### config.mk
export PLATFORM = sky130hd
export DESIGN_NAME = pidm_front
export DESIGN_NICKNAME = d
export VERILOG_FILES = /design/src/pidm_pkg.sv /design/src/pidm_front.sv
export SDC_FILE = /design/constraint.sdc
export NUM_CORES = 1
export LEC_CHECK = 0
export ABC_AREA = 0
export BUFFER_PORTS_ARGS = -buffer_cell sky130_fd_sc_hd__buf_2
export CAP_MARGIN = 20
export CORE_ASPECT_RATIO = 0.6
export CORE_MARGIN = 1.5
export CORE_UTILIZATION = 30
export DETAILED_ROUTE_END_ITERATION = 8
export PLACE_DENSITY = 0.52
export SKIP_CTS_REPAIR_TIMING = 1
export SYNTH_ARGS = -nofsm -noshare
export SYNTH_HDL_FRONTEND = slang
export SYNTH_SLANG_ARGS = --single-unit
### constraint.sdc
create_clock -name i_clk -period 12.23 [get_ports i_clk]
set_input_delay 1.223 -clock i_clk [delete_from_list [all_inputs] [get_ports i_clk]]
set_output_delay 1.223 -clock i_clk [all_outputs]
set_load 0.02 [all_outputs]
### src/pidm_pkg.sv
// shared types, widths and constants of the multi-mode pid controller
`default_nettype none

package pidm_pkg;

    // sample and register widths
    localparam int SAMPLE_WIDTH = 16;
    localparam int GAIN_SCALE   = 1000;
    localparam int GAIN_W       = 16;
    localparam int LIMIT_W      = 20;
    localparam int CFG_DATA_W   = 20;
    localparam int CFG_IDX_W    = 3;
    localparam int DRIVE_W      = 32;
    localparam int SUM_W        = 32;
    localparam int SUM_EXT_W    = SUM_W + 1;

    // error and difference terms
    localparam int ERR_W   = SAMPLE_WIDTH + 1;
    localparam int PTERM_W = SAMPLE_WIDTH + 2;
    localparam int DTERM_W = SAMPLE_WIDTH + 3;
    localparam int BAND_W  = ((ERR_W > GAIN_W) ? ERR_W : GAIN_W) + 1;

    // gain products and their sum
    localparam int PROD_P_W = PTERM_W + GAIN_W + 1;
    localparam int PROD_I_W = SUM_W + GAIN_W + 1;
    localparam int PROD_D_W = DTERM_W + GAIN_W + 1;
    localparam int ACC_W    = PROD_I_W + 2;

    // scaling by reciprocal multiplication
    localparam int MAG_W      = DRIVE_W + $clog2(GAIN_SCALE);
    localparam int DIV_SHIFT  = MAG_W + $clog2(GAIN_SCALE);
    localparam int RECIP_W    = MAG_W + 1;
    localparam int SPLIT_W    = 24;
    localparam int MAG_HI_W   = MAG_W - SPLIT_W;
    localparam int RECIP_HI_W = RECIP_W - SPLIT_W;
    localparam int PROD_W     = MAG_W + RECIP_W;

    localparam logic [MAG_W-1:0] MAG_MAX =
        MAG_W'(64'(GAIN_SCALE) << (DRIVE_W - 1));
    localparam logic [RECIP_W-1:0] RECIP =
        RECIP_W'(((65'd1 << DIV_SHIFT) + 65'(GAIN_SCALE) - 65'd1) / 65'(GAIN_SCALE));
    localparam logic [DRIVE_W-1:0] DRIVE_MAX = {1'b0, {(DRIVE_W - 1){1'b1}}};

    // error sum limits for saturation
    localparam logic signed [SUM_EXT_W-1:0] SUM_HI =
        SUM_EXT_W'((64'sd1 <<< (SUM_W - 1)) - 64'sd1);
    localparam logic signed [SUM_EXT_W-1:0] SUM_LO = -SUM_HI - SUM_EXT_W'(1);

    // work queue and back pipeline depth
    localparam int Q_DEPTH      = 2;
    localparam int Q_PTR_W      = (Q_DEPTH > 1) ? $clog2(Q_DEPTH) : 1;
    localparam int BACK_STAGES  = 6;
    localparam int MAX_INFLIGHT = Q_DEPTH + BACK_STAGES;
    localparam int INFLIGHT_W   = $clog2(MAX_INFLIGHT + 1);

    // register reset values
    localparam logic [LIMIT_W-1:0] RST_LIMIT     = LIMIT_W'(6000);
    localparam logic [GAIN_W-1:0]  RST_THRESHOLD = GAIN_W'(30);

    typedef enum logic [1:0] {
        MODE_INCR  = 2'd0,
        MODE_CLAMP = 2'd1,
        MODE_BAND  = 2'd2
    } t_mode;

    typedef enum logic [CFG_IDX_W-1:0] {
        REG_MODE           = 3'd0,
        REG_GAIN_P         = 3'd1,
        REG_GAIN_I         = 3'd2,
        REG_GAIN_D         = 3'd3,
        REG_INTEGRAL_LIMIT = 3'd4,
        REG_BAND_THRESHOLD = 3'd5,
        REG_GAIN_I_BAND    = 3'd6
    } t_reg_idx;

    typedef struct packed {
        t_mode               mode;
        logic [GAIN_W-1:0]   gain_p;
        logic [GAIN_W-1:0]   gain_i;
        logic [GAIN_W-1:0]   gain_d;
        logic [LIMIT_W-1:0]  integral_limit;
        logic [GAIN_W-1:0]   band_threshold;
        logic [GAIN_W-1:0]   gain_i_band;
    } t_cfg;

    // one classified word handed from front to back
    typedef struct packed {
        logic [PTERM_W-1:0] p_term;
        logic [SUM_W-1:0]   i_term;
        logic [DTERM_W-1:0] d_term;
        logic [GAIN_W-1:0]  gain_i;
    } t_work;

    // queue handshake towards the front
    typedef struct packed {
        logic push;
        logic full;
    } t_q_front;

    // queue handshake towards the back
    typedef struct packed {
        logic pop;
        logic empty;
    } t_q_back;

endpackage

`default_nettype wire

### src/pidm_front.sv
// front part: takes a word, forms the error, updates history and sum
`default_nettype none

module pidm_front (
    input  wire logic                                  i_clk,
    input  wire logic                                  i_rst_n,
    input  wire logic                                  i_valid,
    output logic                                       o_ready,
    input  wire logic signed [pidm_pkg::SAMPLE_WIDTH-1:0] i_target,
    input  wire logic signed [pidm_pkg::SAMPLE_WIDTH-1:0] i_measured,
    input  wire pidm_pkg::t_cfg                        i_cfg,
    input  wire logic                                  i_q_full,
    output pidm_pkg::t_q_front                         o_q,
    output pidm_pkg::t_work                            o_word
);

    logic signed [pidm_pkg::ERR_W-1:0]     r_err1, n_err1;
    logic signed [pidm_pkg::ERR_W-1:0]     r_err2, n_err2;
    logic signed [pidm_pkg::SUM_W-1:0]     r_sum, n_sum;
    logic signed [pidm_pkg::ERR_W-1:0]     err;
    logic signed [pidm_pkg::PTERM_W-1:0]   diff1;
    logic signed [pidm_pkg::DTERM_W-1:0]   diff2;
    logic signed [pidm_pkg::SUM_EXT_W-1:0] sum_wide;
    logic signed [pidm_pkg::SUM_EXT_W-1:0] lim;
    logic signed [pidm_pkg::SUM_EXT_W-1:0] sum_clamp;
    logic signed [pidm_pkg::SUM_EXT_W-1:0] sum_sat;
    logic signed [pidm_pkg::BAND_W-1:0]    err_band;
    logic signed [pidm_pkg::BAND_W-1:0]    thr;
    logic                                  outside;
    logic                                  accept;

    assign accept   = i_valid && !i_q_full;
    assign o_ready  = !i_q_full;
    assign o_q.push = accept;
    assign o_q.full = i_q_full;

    // error, differences and candidate sums
    always_comb begin
        err      = pidm_pkg::ERR_W'(i_target) - pidm_pkg::ERR_W'(i_measured);
        diff1    = pidm_pkg::PTERM_W'(err) - pidm_pkg::PTERM_W'(r_err1);
        diff2    = pidm_pkg::DTERM_W'(err) - (pidm_pkg::DTERM_W'(r_err1) <<< 1)
                 + pidm_pkg::DTERM_W'(r_err2);
        sum_wide = pidm_pkg::SUM_EXT_W'(r_sum) + pidm_pkg::SUM_EXT_W'(err);
        lim      = $signed(pidm_pkg::SUM_EXT_W'(i_cfg.integral_limit));
        if (sum_wide > lim) begin
            sum_clamp = lim;
        end else if (sum_wide < -lim) begin
            sum_clamp = -lim;
        end else begin
            sum_clamp = sum_wide;
        end
        if (sum_wide > pidm_pkg::SUM_HI) begin
            sum_sat = pidm_pkg::SUM_HI;
        end else if (sum_wide < pidm_pkg::SUM_LO) begin
            sum_sat = pidm_pkg::SUM_LO;
        end else begin
            sum_sat = sum_wide;
        end
        err_band = pidm_pkg::BAND_W'(err);
        thr      = $signed(pidm_pkg::BAND_W'(i_cfg.band_threshold));
        outside  = (err_band > thr) || (err_band < -thr);
    end

    // classify by mode into one work word and the next state
    always_comb begin
        n_err1 = r_err1;
        n_err2 = r_err2;
        n_sum  = r_sum;
        o_word = '0;
        case (i_cfg.mode)
            pidm_pkg::MODE_INCR: begin
                o_word.p_term = diff1;
                o_word.i_term = pidm_pkg::SUM_W'(err);
                o_word.d_term = diff2;
                o_word.gain_i = i_cfg.gain_i;
                n_err2        = r_err1;
                n_err1        = err;
            end
            pidm_pkg::MODE_CLAMP: begin
                o_word.p_term = pidm_pkg::PTERM_W'(err);
                o_word.i_term = pidm_pkg::SUM_W'(sum_clamp);
                o_word.d_term = pidm_pkg::DTERM_W'(diff1);
                o_word.gain_i = i_cfg.gain_i;
                n_sum         = pidm_pkg::SUM_W'(sum_clamp);
                n_err1        = err;
            end
            pidm_pkg::MODE_BAND: begin
                o_word.p_term = pidm_pkg::PTERM_W'(err);
                o_word.i_term = pidm_pkg::SUM_W'(sum_sat);
                o_word.d_term = pidm_pkg::DTERM_W'(diff1);
                o_word.gain_i = outside ? i_cfg.gain_i : i_cfg.gain_i_band;
                n_sum         = pidm_pkg::SUM_W'(sum_sat);
                n_err1        = err;
            end
            default: begin
                // unused mode: all terms zero, state kept
                o_word = '0;
            end
        endcase
    end

    // controller state
    always_ff @(posedge i_clk) begin
        if (!i_rst_n) begin
            r_err1 <= '0;
            r_err2 <= '0;
            r_sum  <= '0;
        end else if (accept) begin
            r_err1 <= n_err1;
            r_err2 <= n_err2;
            r_sum  <= n_sum;
        end
    end

endmodule

`default_nettype wire

==> tab_implementation.tex <==
\begin{tabular}{lr}
\hline
Metric & Value \\
\hline
\multicolumn{2}{l}{\textbf{STA}} \\
\quad Final slew viol count & 0 \\
\quad Final Setup Violations & 0 \\
\quad Period minus WS final & roughly 11 ns \\
\quad Slew headroom & between 20\% and 30\% \\
\quad Hold Vio Cnt, Final & 0 \\
\quad Max Clock Freq & roughly 90 MHz \\
\quad Final Skew & $\sim$0.0049 ns \\
\quad RSZ-0062 raised after global routing & false \\
\quad Fin Hold WS & $\sim$0.48 ns \\
\quad Setup TNS Final & 0 ns \\
\quad Transition time of the tightest slew-check pin & about 1.0 ns \\
\quad Period Utilization, post-route & a little over 90\% \\
\multicolumn{2}{l}{\textbf{Die}} \\
\quad Count of standard-cell rows & 55 \\
\quad Die X & 256 um \\
\quad Core region area & 37800 sq um \\
\quad Height of the die & 155 um \\
\quad Num ports & between 200 and 250 \\
\quad Full die area & about 40000 sq um \\
\quad Starting density of the core & a little under a third \\
\multicolumn{2}{l}{\textbf{Synth}} \\
\quad Share of flip-flops with an asynchronous set or reset after synthesis & 0\% \\
\quad Synthesized net count & 1945 \\
\quad Leading register cell type out of synthesis & dfxtp\_1 \\
\quad Yosys synthesis warning count & 0 \\
\quad Number of synthesized register bits & 66 \\
\quad Number of instances in the synthesized netlist & between 1500 and 2000 \\
\quad Yosys cell types & 78 \\
\quad Cell area after synthesis & around 12000 sq um \\
\quad Number of synthesized flops with an enable pin & 0 \\
\quad Per-instance average area after synthesis & about 7 sq um \\
\quad Sequential share of the synthesized area & a little under an eighth \\
\multicolumn{2}{l}{\textbf{GRT}} \\
\quad Number of global-route vias before repair & 11290 \\
\quad Global Route Usage Sum & 22.3\% \\
\quad Maximum number of pins on one net before global-route repair & 73 \\
\quad Number of antenna violations at the first check in global routing & 0 \\
\quad Remaining global-route overflow & 0 \\
\quad Wire length of the first global-routing pass & just under 70 mm \\
\multicolumn{2}{l}{\textbf{Cells and area}} \\
\quad Fraction of layout instances using a drive strength above 1 & about 16\% \\
\quad Commonest non-fill, non-tap cells in the layout & buf\_2, nand2\_1, ha\_1, nor2\_1, a21oi\_1 \\
\quad Number of diodes & 0 \\
\quad Net total in the final layout & $\sim$2100 \\
\quad Layout area overhead & 18.2\% \\
\quad Most common library cell in the layout ignoring fill and taps & buf\_2 \\
\multicolumn{2}{l}{\textbf{Critical path}} \\
\quad Path type of the worst setup path & in2out \\
\quad CP Data Required Time & around 11 ns \\
\quad Biggest cell delay along the critical path & just over 0.8 ns \\
\quad Endpoint type of the worst setup path & primary output \\
\quad Setup crit start kind & input pin \\
\quad Slowest library cell on the worst path & a311oi\_1 \\
\quad Worst EP arrival & 10.18 ns \\
\quad Setup slack of the most critical reg-to-reg path & 4.73 ns \\
\quad Worst-path maximum fanout & 44 \\
\quad Reg-to-reg critical path startpoint & r\_sum[0]\$\_SDFFE\_PN0P\_ \\
\quad Worst reg-to-reg path cell count & 27 \\
\quad Capture point of the worst reg-to-reg path & r\_sum[22]\$\_SDFFE\_PN0P\_ \\
\multicolumn{2}{l}{\textbf{Clocking}} \\
\quad H-tree depth reported by CTS & 3 \\
\quad Cts bufs inserted & 9 \\
\quad Clock insertion delay at the later pin of the skew report & approximately 0.35 ns \\
\quad CTS sink count & 66 \\
\quad Clock tree from TritonCTS & done \\
\quad Root Buffer Master & clkbuf\_16 \\
\quad Clock-pin transition on the worst setup and hold timing paths & around 0.05 ns \\
\quad Clock Tree Buf Depth & 2 \\
\multicolumn{2}{l}{\textbf{Outcome}} \\
\quad Outcome & complete, no violations \\
\multicolumn{2}{l}{\textbf{Route}} \\
\quad Residual DRC & 0 \\
\quad Vias per inst & roughly 5.5 \\
\quad Number of routed nets with antenna violations & 0 \\
\quad First drt pass iteration count & 8 \\
\quad Total Routed Length & $\sim$46 mm \\
\quad Via Count & 12777 \\
\quad Drt wl/cell & 19.9 um \\
\quad Number of design-rule violations left by the first detailed-router iteration & between 1500 and 2000 \\
\multicolumn{2}{l}{\textbf{Hold path}} \\
\quad Kind of path behind the tightest hold check & reg2reg \\
\quad Number of cells traversed by the worst hold path & 2 \\
\quad Endpoint of the worst hold path & r\_err2[14]\$\_SDFFE\_PN0P\_ \\
\quad Worst hold path startpoint & r\_err1[14]\$\_SDFFE\_PN0P\_ \\
\multicolumn{2}{l}{\textbf{Pwr}} \\
\quad IR drop worst, VDD & between 0.08 and 0.09 mV \\
\quad Net switching fraction of the power & between 50\% and 60\% \\
\quad NetSw & around 970 uW \\
\quad Internal power of the cells & 923 uW \\
\quad Reg power frac & between 10\% and 20\% \\
\quad Leak Pwr & $\sim$6.3 nW \\
\quad Combinational group share of total power & between 70\% and 80\% \\
\quad Clock power share & between 10\% and 20\% \\
\quad Power per standard cell area & 138 nW/um\^{}2 \\
\multicolumn{2}{l}{\textbf{Placement}} \\
\quad Final weighted congestion in routability-driven placement & 0.947 \\
\quad \# port buffers & about 190 \\
\quad HPWL after detailed placement & between 30 and 40 mm \\
\multicolumn{2}{l}{\textbf{Job}} \\
\quad Number of maximum-capacitance constraint violations & 0 \\
\hline
\end{tabular}
power by group through the flow:
stage               Clock, mW  Combinational, mW  Sequential, mW
floorplan                   0              0.873           0.236
global placement            0               1.30           0.239
detailed placement          0               1.31           0.239
CTS                     0.317               1.32           0.234
global route            0.326               1.46           0.236
finish                  0.312               1.34           0.235
layout make-up:
class / count / area [sq um]
Sequential cell: 66 / 1320
Timing Repair Buffer: 241 / 1370
Tap cell: 513 / 642
Multi-Input combinational cell: 1363 / 9540
Clock buffer: 9 / 225
Clock inverter: 7 / 118
Inverter: 116 / 435
Fill cell: 3994 / 24200
synthesized netlist by cell type, types with 6 or more instances:
master / number / area (sq um)
nand2_1: 192 / 721
ha_1: 172 / 2150
nor2_1: 156 / 586
a21oi_1: 133 / 666
inv_1: 116 / 435
o21ai_0: 103 / 515
dfxtp_1: 66 / 1320
xnor2_1: 63 / 552
clkbuf_1: 54 / 203
a21boi_0: 41 / 308
nor3_1: 36 / 180
nand3_1: 29 / 145
a221oi_1: 27 / 236
a21o_1: 26 / 195
a22oi_1: 24 / 180
nor2b_1: 24 / 150
o21a_1: 24 / 180
nand2b_1: 23 / 144
xor2_1: 23 / 201
a31oi_1: 20 / 125
fa_1: 20 / 400
a22o_1: 16 / 140
and2_1: 14 / 87.6
nand4_1: 13 / 81.3
mux2i_1: 12 / 120
nor4_1: 12 / 75.1
o211ai_1: 12 / 90.1
a211oi_1: 11 / 82.6
o211a_1: 10 / 100
and3_1: 9 / 56.3
o21ai_1: 9 / 45.0
o31ai_1: 7 / 52.6
or4_1: 7 / 52.6
buf_2: 6 / 30.0
buf_4: 6 / 45.0
critical path: cells and delay by family:
kind | cells | cell delay [ns]
AOI/OAI and AO/OA | 20 | 5.50
adders and majority gates | 4 | 1.03
buffers and inverters | 6 | 1.18
and+or+nand+nor | 7 | 1.21
layer usage:
metal  track usage (%)  vias up  part of all wire [%]
met2              30.4      533                    39
met3              5.33       40                   9.4
met5                 0        -                     0
li1                  -     6211                     -
met4              3.94        0                   1.5
met1              34.6     5993                    50
state kept, by name (all words and copies together) (netlist names):
signal  count
r_sum      32
r_err1     17
r_err2     17
metrics by stage:
step / util (%) / power, mW / worst slack (ns) / area [sq um] / std cells
global placement: 35.0 / 1.54 / 1.00 / 13300 / 2296
CTS: 35.9 / 1.87 / 0.897 / 13600 / 2312
finish: 36.1 / 1.89 / 0.828 / 13700 / 2315
detailed placement: 35.0 / 1.55 / 0.940 / 13300 / 2296
global route: 36.1 / 2.02 / 0.190 / 13700 / 2315
floorplan: - / 1.11 / 2.20 / 11600 / 1615
how the worst max path moves through the flow:
stage	cells after the start	slack (ns)	end	start
2_1_floorplan	32	2.20	o_word[39]	i_target[0]
3_3_place_gp	36	1.00	o_word[48]	i_target[0]
3_5_place_dp	37	0.94	o_word[48]	i_target[0]
4_1_cts	36	0.90	o_word[48]	i_target[0]
5_1_grt	36	0.19	o_word[48]	i_target[0]
6_report	37	0.83	o_word[48]	i_target[0]
cell families (layout without fill, tap and decap cells):
| logic type | count (synthesis) | in the layout | synth area share (%) |
|---|---|---|---|
| muxes | 17 | 17 | 1.53 |
| buffers and inverters | 186 | 373 | 6.37 |
| AOI/OAI and AO/OA | 530 | 530 | 30.9 |
| DFF | 66 | 66 | 11.4 |
| xor gates and xnor gates | 86 | 86 | 6.52 |
| adders and majority gates | 193 | 193 | 22.2 |
| and+or+nand+nor | 537 | 537 | 21.1 |
Power figures use the tool's default switching activity.
