File: config.mk
export PLATFORM = sky130hd
export DESIGN_NAME = pidm_queue
export DESIGN_NICKNAME = d
export VERILOG_FILES = /design/src/pidm_pkg.sv /design/src/pidm_queue.sv
export SDC_FILE = /design/constraint.sdc
export NUM_CORES = 1
export LEC_CHECK = 0
export ABC_AREA = 1
export BUFFER_PORTS_ARGS = -buffer_cell sky130_fd_sc_hd__buf_2
export CAP_MARGIN = 20
export CELL_PAD_IN_SITES_DETAIL_PLACEMENT = 1
export CELL_PAD_IN_SITES_GLOBAL_PLACEMENT = 1
export CORE_UTILIZATION = 49
export CTS_BUF_LIST = sky130_fd_sc_hd__clkbuf_8
export DETAILED_ROUTE_END_ITERATION = 12
export GPL_TIMING_DRIVEN = 0
export PLACE_DENSITY_LB_ADDON = 0.05
export REMOVE_ABC_BUFFERS = 1
export SLEW_MARGIN = 25
export SYNTH_ARGS = -nofsm -noshare
export SYNTH_HDL_FRONTEND = slang
export SYNTH_SLANG_ARGS = --single-unit
File: constraint.sdc
create_clock -name i_clk -period 11.1 [get_ports i_clk]
set_clock_uncertainty 0.2 [all_clocks]
set_input_delay 0 -clock i_clk [delete_from_list [all_inputs] [get_ports i_clk]]
set_output_delay 0 -clock i_clk [all_outputs]
set_load 0.02 [all_outputs]
File: src/pidm_pkg.sv
// shared types, widths and constants of the multi-mode pid controller
`default_nettype none

package pidm_pkg;

    // sample and register widths
    localparam int SAMPLE_WIDTH = 16;
    localparam int GAIN_SCALE   = 1000;
    localparam int GAIN_W       = 16;
    localparam int LIMIT_W      = 20;
    localparam int CFG_DATA_W   = 20;
    localparam int CFG_IDX_W    = 3;
    localparam int DRIVE_W      = 32;
    localparam int SUM_W        = 32;
    localparam int SUM_EXT_W    = SUM_W + 1;

    // error and difference terms
    localparam int ERR_W   = SAMPLE_WIDTH + 1;
    localparam int PTERM_W = SAMPLE_WIDTH + 2;
    localparam int DTERM_W = SAMPLE_WIDTH + 3;
    localparam int BAND_W  = ((ERR_W > GAIN_W) ? ERR_W : GAIN_W) + 1;

    // gain products and their sum
    localparam int PROD_P_W = PTERM_W + GAIN_W + 1;
    localparam int PROD_I_W = SUM_W + GAIN_W + 1;
    localparam int PROD_D_W = DTERM_W + GAIN_W + 1;
    localparam int ACC_W    = PROD_I_W + 2;

    // scaling by reciprocal multiplication
    localparam int MAG_W      = DRIVE_W + $clog2(GAIN_SCALE);
    localparam int DIV_SHIFT  = MAG_W + $clog2(GAIN_SCALE);
    localparam int RECIP_W    = MAG_W + 1;
    localparam int SPLIT_W    = 24;
    localparam int MAG_HI_W   = MAG_W - SPLIT_W;
    localparam int RECIP_HI_W = RECIP_W - SPLIT_W;
    localparam int PROD_W     = MAG_W + RECIP_W;

    localparam logic [MAG_W-1:0] MAG_MAX =
        MAG_W'(64'(GAIN_SCALE) << (DRIVE_W - 1));
    localparam logic [RECIP_W-1:0] RECIP =
        RECIP_W'(((65'd1 << DIV_SHIFT) + 65'(GAIN_SCALE) - 65'd1) / 65'(GAIN_SCALE));
    localparam logic [DRIVE_W-1:0] DRIVE_MAX = {1'b0, {(DRIVE_W - 1){1'b1}}};

    // error sum limits for saturation
    localparam logic signed [SUM_EXT_W-1:0] SUM_HI =
        SUM_EXT_W'((64'sd1 <<< (SUM_W - 1)) - 64'sd1);
    localparam logic signed [SUM_EXT_W-1:0] SUM_LO = -SUM_HI - SUM_EXT_W'(1);

    // work queue and back pipeline depth
    localparam int Q_DEPTH      = 2;
    localparam int Q_PTR_W      = (Q_DEPTH > 1) ? $clog2(Q_DEPTH) : 1;
    localparam int BACK_STAGES  = 6;
    localparam int MAX_INFLIGHT = Q_DEPTH + BACK_STAGES;
    localparam int INFLIGHT_W   = $clog2(MAX_INFLIGHT + 1);

    // register reset values
    localparam logic [LIMIT_W-1:0] RST_LIMIT     = LIMIT_W'(6000);
    localparam logic [GAIN_W-1:0]  RST_THRESHOLD = GAIN_W'(30);

    typedef enum logic [1:0] {
        MODE_INCR  = 2'd0,
        MODE_CLAMP = 2'd1,
        MODE_BAND  = 2'd2
    } t_mode;

    typedef enum logic [CFG_IDX_W-1:0] {
        REG_MODE           = 3'd0,
        REG_GAIN_P         = 3'd1,
        REG_GAIN_I         = 3'd2,
        REG_GAIN_D         = 3'd3,
        REG_INTEGRAL_LIMIT = 3'd4,
        REG_BAND_THRESHOLD = 3'd5,
        REG_GAIN_I_BAND    = 3'd6
    } t_reg_idx;

    typedef struct packed {
        t_mode               mode;
        logic [GAIN_W-1:0]   gain_p;
        logic [GAIN_W-1:0]   gain_i;
        logic [GAIN_W-1:0]   gain_d;
        logic [LIMIT_W-1:0]  integral_limit;
        logic [GAIN_W-1:0]   band_threshold;
        logic [GAIN_W-1:0]   gain_i_band;
    } t_cfg;

    // one classified word handed from front to back
    typedef struct packed {
        logic [PTERM_W-1:0] p_term;
        logic [SUM_W-1:0]   i_term;
        logic [DTERM_W-1:0] d_term;
        logic [GAIN_W-1:0]  gain_i;
    } t_work;

    // queue handshake towards the front
    typedef struct packed {
        logic push;
        logic full;
    } t_q_front;

    // queue handshake towards the back
    typedef struct packed {
        logic pop;
        logic empty;
    } t_q_back;

endpackage

`default_nettype wire

File: src/pidm_queue.sv
// short work queue between the front and back parts
`default_nettype none

module pidm_queue (
    input  wire logic                i_clk,
    input  wire logic                i_rst_n,
    input  wire pidm_pkg::t_q_front  i_front,
    input  wire pidm_pkg::t_work     i_word,
    output logic                     o_full,
    input  wire logic                i_pop,
    output pidm_pkg::t_q_back        o_back,
    output pidm_pkg::t_work          o_word
);

    pidm_pkg::t_work            r_mem [pidm_pkg::Q_DEPTH];
    logic [pidm_pkg::Q_PTR_W-1:0] r_wr_ptr, n_wr_ptr;
    logic [pidm_pkg::Q_PTR_W-1:0] r_rd_ptr, n_rd_ptr;
    logic [pidm_pkg::Q_PTR_W:0]   r_count, n_count;
    logic                         do_push;
    logic                         do_pop;

    assign o_full       = (r_count == (pidm_pkg::Q_PTR_W + 1)'(pidm_pkg::Q_DEPTH));
    assign o_back.empty = (r_count == '0);
    assign o_back.pop   = do_pop;
    assign o_word       = r_mem[r_rd_ptr];
    assign do_push      = i_front.push && !o_full;
    assign do_pop       = i_pop && !o_back.empty;

    // pointer and fill count
    always_comb begin
        n_wr_ptr = r_wr_ptr;
        n_rd_ptr = r_rd_ptr;
        n_count  = r_count;
        if (do_push) begin
            n_wr_ptr = (r_wr_ptr == pidm_pkg::Q_PTR_W'(pidm_pkg::Q_DEPTH - 1))
                     ? '0 : r_wr_ptr + pidm_pkg::Q_PTR_W'(1);
        end
        if (do_pop) begin
            n_rd_ptr = (r_rd_ptr == pidm_pkg::Q_PTR_W'(pidm_pkg::Q_DEPTH - 1))
                     ? '0 : r_rd_ptr + pidm_pkg::Q_PTR_W'(1);
        end
        case ({do_push, do_pop})
            2'b10:   n_count = r_count + (pidm_pkg::Q_PTR_W + 1)'(1);
            2'b01:   n_count = r_count - (pidm_pkg::Q_PTR_W + 1)'(1);
            default: n_count = r_count;
        endcase
    end

    always_ff @(posedge i_clk) begin
        if (!i_rst_n) begin
            r_wr_ptr <= '0;
            r_rd_ptr <= '0;
            r_count  <= '0;
        end else begin
            r_wr_ptr <= n_wr_ptr;
            r_rd_ptr <= n_rd_ptr;
            r_count  <= n_count;
        end
    end

    // entry storage
    always_ff @(posedge i_clk) begin
        if (do_push) begin
            r_mem[r_wr_ptr] <= i_word;
        end
    end

endmodule

`default_nettype wire

==> reports/results.ini, run 1 <==
[run_status]
status=completed

[setup_path]
r2r_end=r_wr_ptr
slowest_stage=dlygate4sd3_1
crit_buf_inv=3
reg2reg_depth=8
criticalPathCategory=reg -> reg
arrival_ps=2530
critPathMaxFanout=3
cpLargestDelayFamily=buffers and inverters
start_kind=flip-flop
critPathMaxStageDelay_ps=570
startpoint=r_count[1]
cp.required_ps=11240
path_common_cell=nor2_1
r2r_slack_ps=8700
end_kind=flip-flop
crit_chain=inv_1, nor2_1, nor2_1, nand2_1, nand2_1, dlygate4sd3_1, nor2_1, dlygate4sd3_1
rr_startpoint=r_count[1]

[floorplanning]
fp-row-count=41
die_area_um2=13500
start_util_pct=50.5
core_um2=12700
io_pins=178
die_h_um=116
die_w_um=116

[placed_design]
globalplace.congestion=0.728
portBuffers=176
place_hpwl_um=8370

[global_route]
grt_pass1_wl_um=22100
grt_overflow=0
grt_usage_pct=23.1
antenna_found_initial=0
grt_max_degree=73
grt_pass1_vias=4167

[route]
first_iter_violations=153
ant_nets=0
via_per_inst=4.84
vias=3737
routed_wl_um=14700
firstDrtPassIters=4
wl_per_cell_um=19.1
drc=0

[final_layout]
fin_nets=678
area_growth_pct=38.6
antennaDiodeCount=0
drive_gt1_share_pct=41.0
final_util_pct=70.0

[cts]
htree_levels=4
clkTransAtPathRegs_ps=90
clock_latency_ps=450
ctsResizeCount=0
cts_buffer_depth=2
cts_tree=done
numCtsBuffers=17
clock-sinks=175
cts_root_buf=clkbuf_8

[power_and_ir_drop]
total_leakage_power_nw=3.42
irDropWorstVdd_v=0.000111
p_per_area_nw_per_um2=186

[yosys]
synth_area_per_cell_um2=21.0
netlist_area_um2=6390
synth_edf_count=170
synthDistinctLibCells=15
synth_top_area_cell=edfxtp_1
synthFlopType=edfxtp_1
syn-instance-count=305
ys_seq_area_share_pct=81.4
postSynth.asyncResetShare_pct=0
yosysWarnings=0
synth_most_common_cell=edfxtp_1
synthTopCellsByCount=edfxtp_1, mux2_1, mux2_2
synth_top_area_share_pct=79.8
synthTopCellsByArea=edfxtp_1, mux2_1, mux2_2, dfxtp_1, buf_6
ys_seq_elements=175

[timing]
rsz0062_at_grt=false
timing.fmax_mhz=417
layout_min_cycle_time_ps=2400
slew_headroom_pct=66.5
tightest_slew_ps=501
setup_viol=0
finalSetupTns_ps=0
maxSlewViolCount=0
hold_viol_final=0
period_share_pct=21.6

[hold_path]
min_to=r_mem[1][18]
min_path_type=in -> reg
hold_path_depth=2
min_from=i_word[18]

[flow_run]
drv_cap=0

## worst max path at each step
| stage | end | cells past startpoint | slack [ps] |
|---|---|---|---|
| global route | r_wr_ptr | 7 | 8590 |
| finish | r_wr_ptr | 8 | 8700 |
| detailed placement | r_mem[0][33] | 8 | 8830 |
| CTS | r_wr_ptr | 8 | 8750 |
| global placement | r_mem[0][33] | 5 | 4030 |
| floorplan | r_mem[0][0] | 4 | 6120 |
## cell families after synthesis
| group | Yosys count | share of synthesized area, % |
|---|---|---|
| compound gates | 2 | 0.156 |
| fa+ha+maj | 1 | 0.196 |
| buf+inv | 19 | 1.88 |
| flops | 175 | 81.4 |
| mux | 85 | 15.0 |
| simple gates | 23 | 1.41 |
## repair_timing
item	in CTS	in global routing
hold endpoints to repair	200	0
buffers inserted	0	0
hold buffers	90	0
## through the flow
| stage | instances | hold WS, ps | worst slack (ps) | total power, mW | cell area [µm²] |
|---|---|---|---|---|---|
| 2_1_floorplan | 295 | -101 | 6120 | 1.07 | 6310 |
| 3_3_place_gp | 643 | -12.9 | 4030 | 1.20 | 7400 |
| 3_5_place_dp | 650 | -8.59 | 8830 | 1.22 | 7590 |
| 4_1_cts | 772 | 37.2 | 8750 | 1.65 | 8870 |
| 5_1_grt | 772 | 36.4 | 8590 | 1.72 | 8870 |
| 6_report | 772 | 63.5 | 8700 | 1.65 | 8870 |
## metal layers
| metal | global-route usage [%] | part of all wire, % |
|---|---|---|
| met1 | 23.7 | 36 |
| met3 | 8.82 | 6.9 |
| met5 | 0 | 0 |
| met2 | 42.8 | 55 |
| met4 | 7.86 | 1.7 |
## final cells by class
class | count | area (µm²)
Clock buffer | 19 | 262
Clock inverter | 13 | 113
Inverter | 9 | 38.8
Tap cell | 172 | 215
Timing Repair Buffer | 273 | 1950
Sequential cell | 175 | 5210
Multi-Input combinational cell | 111 | 1080
Fill cell | 1153 | 3800
## power by group
group / switching, mW / leakage (nW) / internal [mW]
sequential: 0.0284 / 1.63 / 0.806
clock: 0.214 / 0.214 / 0.206
combinational: 0.234 / 1.57 / 0.164
total: 0.476 / 3.42 / 1.18
## flip-flops by register name, summed over array words and instances (netlist names), named ones only
register,cells
r_wr_ptr,1
r_mem,170
r_rd_ptr,1
r_count,2
## layout by cell type (no fill, tap or decap)
master | Yosys | layout
a21oi_1 | 1 | 1
bufinv_16 | 0 | 2
mux2_2 | 35 | 35
edfxtp_1 | 170 | 170
clkinv_4 | 0 | 1
buf_2 | 3 | 176
inv_6 | 0 | 1
dfxtp_4 | 0 | 1
nand4_1 | 1 | 1
nand2_1 | 8 | 8
nand3_1 | 1 | 1
dfxtp_1 | 5 | 4
o21ai_0 | 1 | 1
inv_1 | 9 | 15
buf_16 | 0 | 4
clkinv_2 | 0 | 2
nor2_1 | 13 | 12
dlygate4sd3_1 | 0 | 90
ha_1 | 1 | 1
nor2_4 | 0 | 1
clkbuf_8 | 0 | 19
clkinvlp_4 | 0 | 1
buf_12 | 0 | 3
mux2_1 | 50 | 50
## worst register-to-register path: stages (launching register included)
cell,delay [ps]
dfxtp_1,340
inv_1,80
nor2_1,60
nor2_1,180
nand2_1,170
nand2_1,90
dlygate4sd3_1,570
nor2_1,40
dlygate4sd3_1,550
(Power assumes the default switching activity.)
==> run 2: changes to the inputs <==
--- a/config.mk
+++ b/config.mk
@@ -10,7 +10,7 @@
 export CAP_MARGIN = 20
 export CELL_PAD_IN_SITES_DETAIL_PLACEMENT = 1
 export CELL_PAD_IN_SITES_GLOBAL_PLACEMENT = 1
-export CORE_UTILIZATION = 49
+export CORE_UTILIZATION = 41
 export CTS_BUF_LIST = sky130_fd_sc_hd__clkbuf_8
 export DETAILED_ROUTE_END_ITERATION = 12
 export GPL_TIMING_DRIVEN = 0
==> constraint.sdc (replaced) <==
create_clock -name i_clk -period 2.02 [get_ports i_clk]
set_clock_uncertainty 0.2 [all_clocks]
set_input_delay 0 -clock i_clk [delete_from_list [all_inputs] [get_ports i_clk]]
set_output_delay 0 -clock i_clk [all_outputs]
set_load 0.02 [all_outputs]
==> reports/results.ini, run 2 (synthesis results as in run 1) <==
[run_status]
status=completed

[floorplanning]
io_pins=178
fp-row-count=45
die_area_um2=16100
die_w_um=127
start_util_pct=42.1
die_h_um=127
core_um2=15200

[hold_path]
min_path_type=in -> reg
min_to=r_mem[1][31]
min_from=i_word[31]
hold_path_depth=2

[route]
ant_nets=0
routed_wl_um=13700
first_iter_violations=144
vias=3726
drc=0
firstDrtPassIters=5
via_per_inst=4.70
wl_per_cell_um=17.3

[setup_path]
critPathMaxStageDelay_ps=400
crit_buf_inv=2
start_kind=flip-flop
crit_chain=bufbuf_16, mux2_1, buf_2
cpLargestDelayFamily=buffers and inverters
reg2reg_depth=6
r2r_slack_ps=120
rr_startpoint=r_count[1]
cp.required_ps=1820
critPathMaxFanout=21
slowest_stage=dfxtp_4
r2r_end=r_mem[1][27]
end_kind=output pin
arrival_ps=1710
criticalPathCategory=reg -> out

[global_route]
grt_pass1_vias=4048
antenna_found_initial=0
grt_pass1_wl_um=21000
grt_max_degree=52
grt_overflow=0
grt_usage_pct=17.8

[cts]
clock_latency_ps=440
cts_root_buf=clkbuf_8
numCtsBuffers=17
cts_buffer_depth=2
htree_levels=4
clkTransAtPathRegs_ps=90
cts_tree=done
clock-sinks=175

[final_layout]
final_common_cell=buf_2
mostFrequentLayoutCells=buf_2, edfxtp_1, dlygate4sd3_1, mux2_1, mux2_2
area_growth_pct=40.7
fin_nets=683
drive_gt1_share_pct=42.4
top_regs=r_mem (170), r_count (2)
final_util_pct=59.2
largest-register=r_mem
largest_reg_flops=170
antennaDiodeCount=0

[timing]
layout_min_cycle_time_ps=1910
hold_viol_final=0
rsz0062_at_grt=true
maxSlewViolCount=0
period_share_pct=94.4
setup_viol=0
tightest_slew_ps=285
timing.fmax_mhz=525
slew_headroom_pct=81.0

[placed_design]
portBuffers=176
place_hpwl_um=8270
globalplace.congestion=0.692

[power_and_ir_drop]
power.total_mw=9.09
p_per_area_nw_per_um2=1010
total_leakage_power_nw=3.45
irDropWorstVdd_v=0.000540

[flow_run]
drv_cap=0

==> run 2: cell types whose count changed in the layout (fill, tap and decap cells not counted), moves of 2 or more <==
cell       previous run  this run
buf_12                3         0
buf_16                4         6
buf_4                 0         4
clkbuf_16             0         2
clkbuf_8             19        17
clkinv_1              0         3
clkinv_2              2         4
inv_1                15         9
nor2_1               12        10
nor2_2                0         2
==> run 2: metal layers <==
| layer | share of wire, % | global-route usage [%] | up-vias | wire length (µm) |
|---|---|---|---|---|
| li1 | - | - | 1753 | - |
| met2 | 53 | 31.5 | 116 | 7240 |
| met1 | 40 | 19.8 | 1840 | 5520 |
| met5 | 0 | 0 | - | 0 |
| met3 | 5.4 | 5.27 | 17 | 745 |
| met4 | 1.6 | 7.91 | 0 | 221 |
==> run 2: where the power goes <==
part | leakage (nW) | switching, mW | internal [mW] | total (mW)
Clock | 0.185 | 1.18 | 1.07 | 2.24
Sequential | 1.63 | 0.0982 | 4.43 | 4.53
Combinational | 1.63 | 1.33 | 0.989 | 2.32
==> run 2: worst max path at each step <==
stage	end	depth (start not counted)
2_1_floorplan	r_mem[0][0]	4
4_1_cts	r_mem[1][43]	5
6_report	o_word[22]	3
3_3_place_gp	r_mem[0][47]	5
3_5_place_dp	r_mem[0][62]	8
5_1_grt	r_count[1]	10
==> run 2: final cells by class <==
cell class	count	area (µm²)
clock inverter	14	128
timing repair buffer	278	2050
sequential	175	5210
tap	188	235
clock buffer	17	234
inverter	9	60.1
multi-input combinational	111	1080
fill	1435	6200
==> run 2: per-stage QoR <==
| step | worst slack [ps] | hold WS, ps | cells | area (µm²) | setup TNS, ps |
|---|---|---|---|---|---|
| 2_1_floorplan | -2960 | -101 | 295 | 6310 | -408780 |
| 3_3_place_gp | -5310 | -12.7 | 659 | 7420 | -814500 |
| 3_5_place_dp | -195 | -8.27 | 667 | 7650 | -5650 |
| 4_1_cts | 1.47 | 35.5 | 790 | 8950 | 0 |
| 5_1_grt | -1.35 | 39.6 | 792 | 9000 | -1.35 |
| 6_report | 114 | 78.9 | 792 | 9000 | 0 |
==> run 2: repair_timing <==
item / 4_1_cts / 5_1_grt
hold buffers: 89 / 0
endpoints found under the setup margin: 159 / 91
setup buffers: 3 / 1
endpoints found under the hold margin: 175 / 0
gates cloned: 1 / 1
resized for setup: 2 / 5
pin swaps: 1 / 1
==> run 3: changes to the inputs <==
--- a/config.mk
+++ b/config.mk
@@ -6,7 +6,7 @@
 export NUM_CORES = 1
 export LEC_CHECK = 0
 export ABC_AREA = 1
-export BUFFER_PORTS_ARGS = -buffer_cell sky130_fd_sc_hd__buf_2
+export BUFFER_PORTS_ARGS = -buffer_cell sky130_fd_sc_hd__clkbuf_2
 export CAP_MARGIN = 20
 export CELL_PAD_IN_SITES_DETAIL_PLACEMENT = 1
 export CELL_PAD_IN_SITES_GLOBAL_PLACEMENT = 1
==> reports/results.ini, run 3 (synthesis results as in run 1) <==
[setup_path]
criticalPathCategory=reg -> out
critPathMaxStageDelay_ps=430
crit_chain=clkbuf_16, mux2_2, clkbuf_2
start_kind=flip-flop
rr_startpoint=r_count[1]
slowest_stage=dfxtp_4
arrival_ps=1710
critPathMaxFanout=35
crit_buf_inv=2
end_kind=output pin
cpLargestDelayFamily=buffers and inverters
cp.required_ps=1820

[route]
first_iter_violations=182
routed_wl_um=13900
via_per_inst=4.67
vias=3712
drc=0
firstDrtPassIters=4
wl_per_cell_um=17.5
ant_nets=0

[timing]
layout_min_cycle_time_ps=1910
timing.fmax_mhz=523
hold_viol_final=0
finalSetupTns_ps=0
tightest_slew_ps=258
period_share_pct=94.7
maxSlewViolCount=0
setup_viol=0
slew_headroom_pct=82.8

[power_and_ir_drop]
switching_share_pct=29.2
pwr-share-comb_pct=25.1
power.share.clock_pct=25.3
p_per_area_nw_per_um2=1020
total_leakage_power_nw=3.49
power.total_mw=9.16
pwr-share-seq_pct=49.5
power.switching_mw=2.68
irDropWorstVdd_v=0.000594
internal_power_mw=6.48

[floorplanning]
io_pins=178
die_area_um2=16100
die_h_um=127
core_um2=15200
die_w_um=127
fp-row-count=45
start_util_pct=42.1

[placed_design]
globalplace.congestion=0.689
place_hpwl_um=8160
portBuffers=176
placed_cells_incl_taps=666

[final_layout]
largest-register=r_mem
final-instance-count-excl-fill=795
area_growth_pct=40.9
fillers=1428
final_common_cell=clkbuf_2
top_regs=r_mem (170), r_count (2)
drive_gt1_share_pct=43.0
fin_nets=685
largest_reg_flops=170
antennaDiodeCount=0
mostFrequentLayoutCells=clkbuf_2, edfxtp_1, dlygate4sd3_1, mux2_1, mux2_2

[global_route]
grt_pass1_wl_um=20900
grt_overflow=0
grt_usage_pct=17.6
antenna_found_initial=0
grt_pass1_vias=4068
grt_max_degree=72

[cts]
clock_latency_ps=440
numCtsBuffers=17
clkTransAtPathRegs_ps=90
htree_levels=4
cts_buffer_depth=2
cts_tree=done
cts_root_buf=clkbuf_8
clock-sinks=175

[run_status]
status=completed

[hold_path]
min_path_type=in -> reg
min_from=i_word[39]

[flow_run]
drv_cap=0

## run 3: final timing paths
check	to	slack, ps	cells past startpoint
min	r_mem[1][39]	80	2
max reg2reg	r_mem[0][43]	120	7
max	o_word[11]	110	3
min reg2reg	r_rd_ptr	320	2
## run 3: metal layers
metal / up-vias / GRT usage (%) / wire length [µm]
met1: 1824 / 19.3 / 5550
met2: 113 / 31.9 / 7310
met5: - / 0 / 0
li1: 1759 / - / -
met3: 16 / 5.53 / 840
met4: 0 / 6.51 / 200
## run 3: layout make-up
type	count	area [µm²]	share of cell area, %
flip-flops and latches	175	5210	57.8
repair buffers	279	2030	22.5
multi-input cells	111	1090	12.1
well taps	188	235	2.61
clock buffers	17	234	2.60
clock inverters	15	145	1.61
inverters	9	60.1	0.666
repair inverters	1	8.76	0.0972
## run 3: metrics by stage
step / util [%] / setup slack, ps / hold slack (ps) / instance area, µm²
after floorplan: - / -2960 / -101 / 6310
after global placement: 48.8 / -5270 / -11.8 / 7420
after detailed placement: 50.1 / -235 / -6.58 / 7620
after CTS: 59.0 / 33.2 / 41.5 / 8970
after global routing: 59.3 / -3.63 / 51.2 / 9010
final: 59.3 / 107 / 82.5 / 9010
## run 3: what timing repair did
action	4_1_cts	5_1_grt
pin swaps	2	1
buffers inserted	4	2
cloned	2	1
gates resized for setup	5	3
endpoints found under the hold margin	175	0
endpoints found under the setup margin	181	58
hold buffers	89	0
## run 3: power groups by stage
stage | sequential, mW | clock [mW] | combinational, mW
CTS | 4.52 | 2.39 | 2.29
floorplan | 4.71 | 0 | 1.18
global placement | 4.82 | 0 | 1.80
global route | 4.57 | 2.50 | 2.47
detailed placement | 4.64 | 0 | 2.07
finish | 4.53 | 2.32 | 2.30
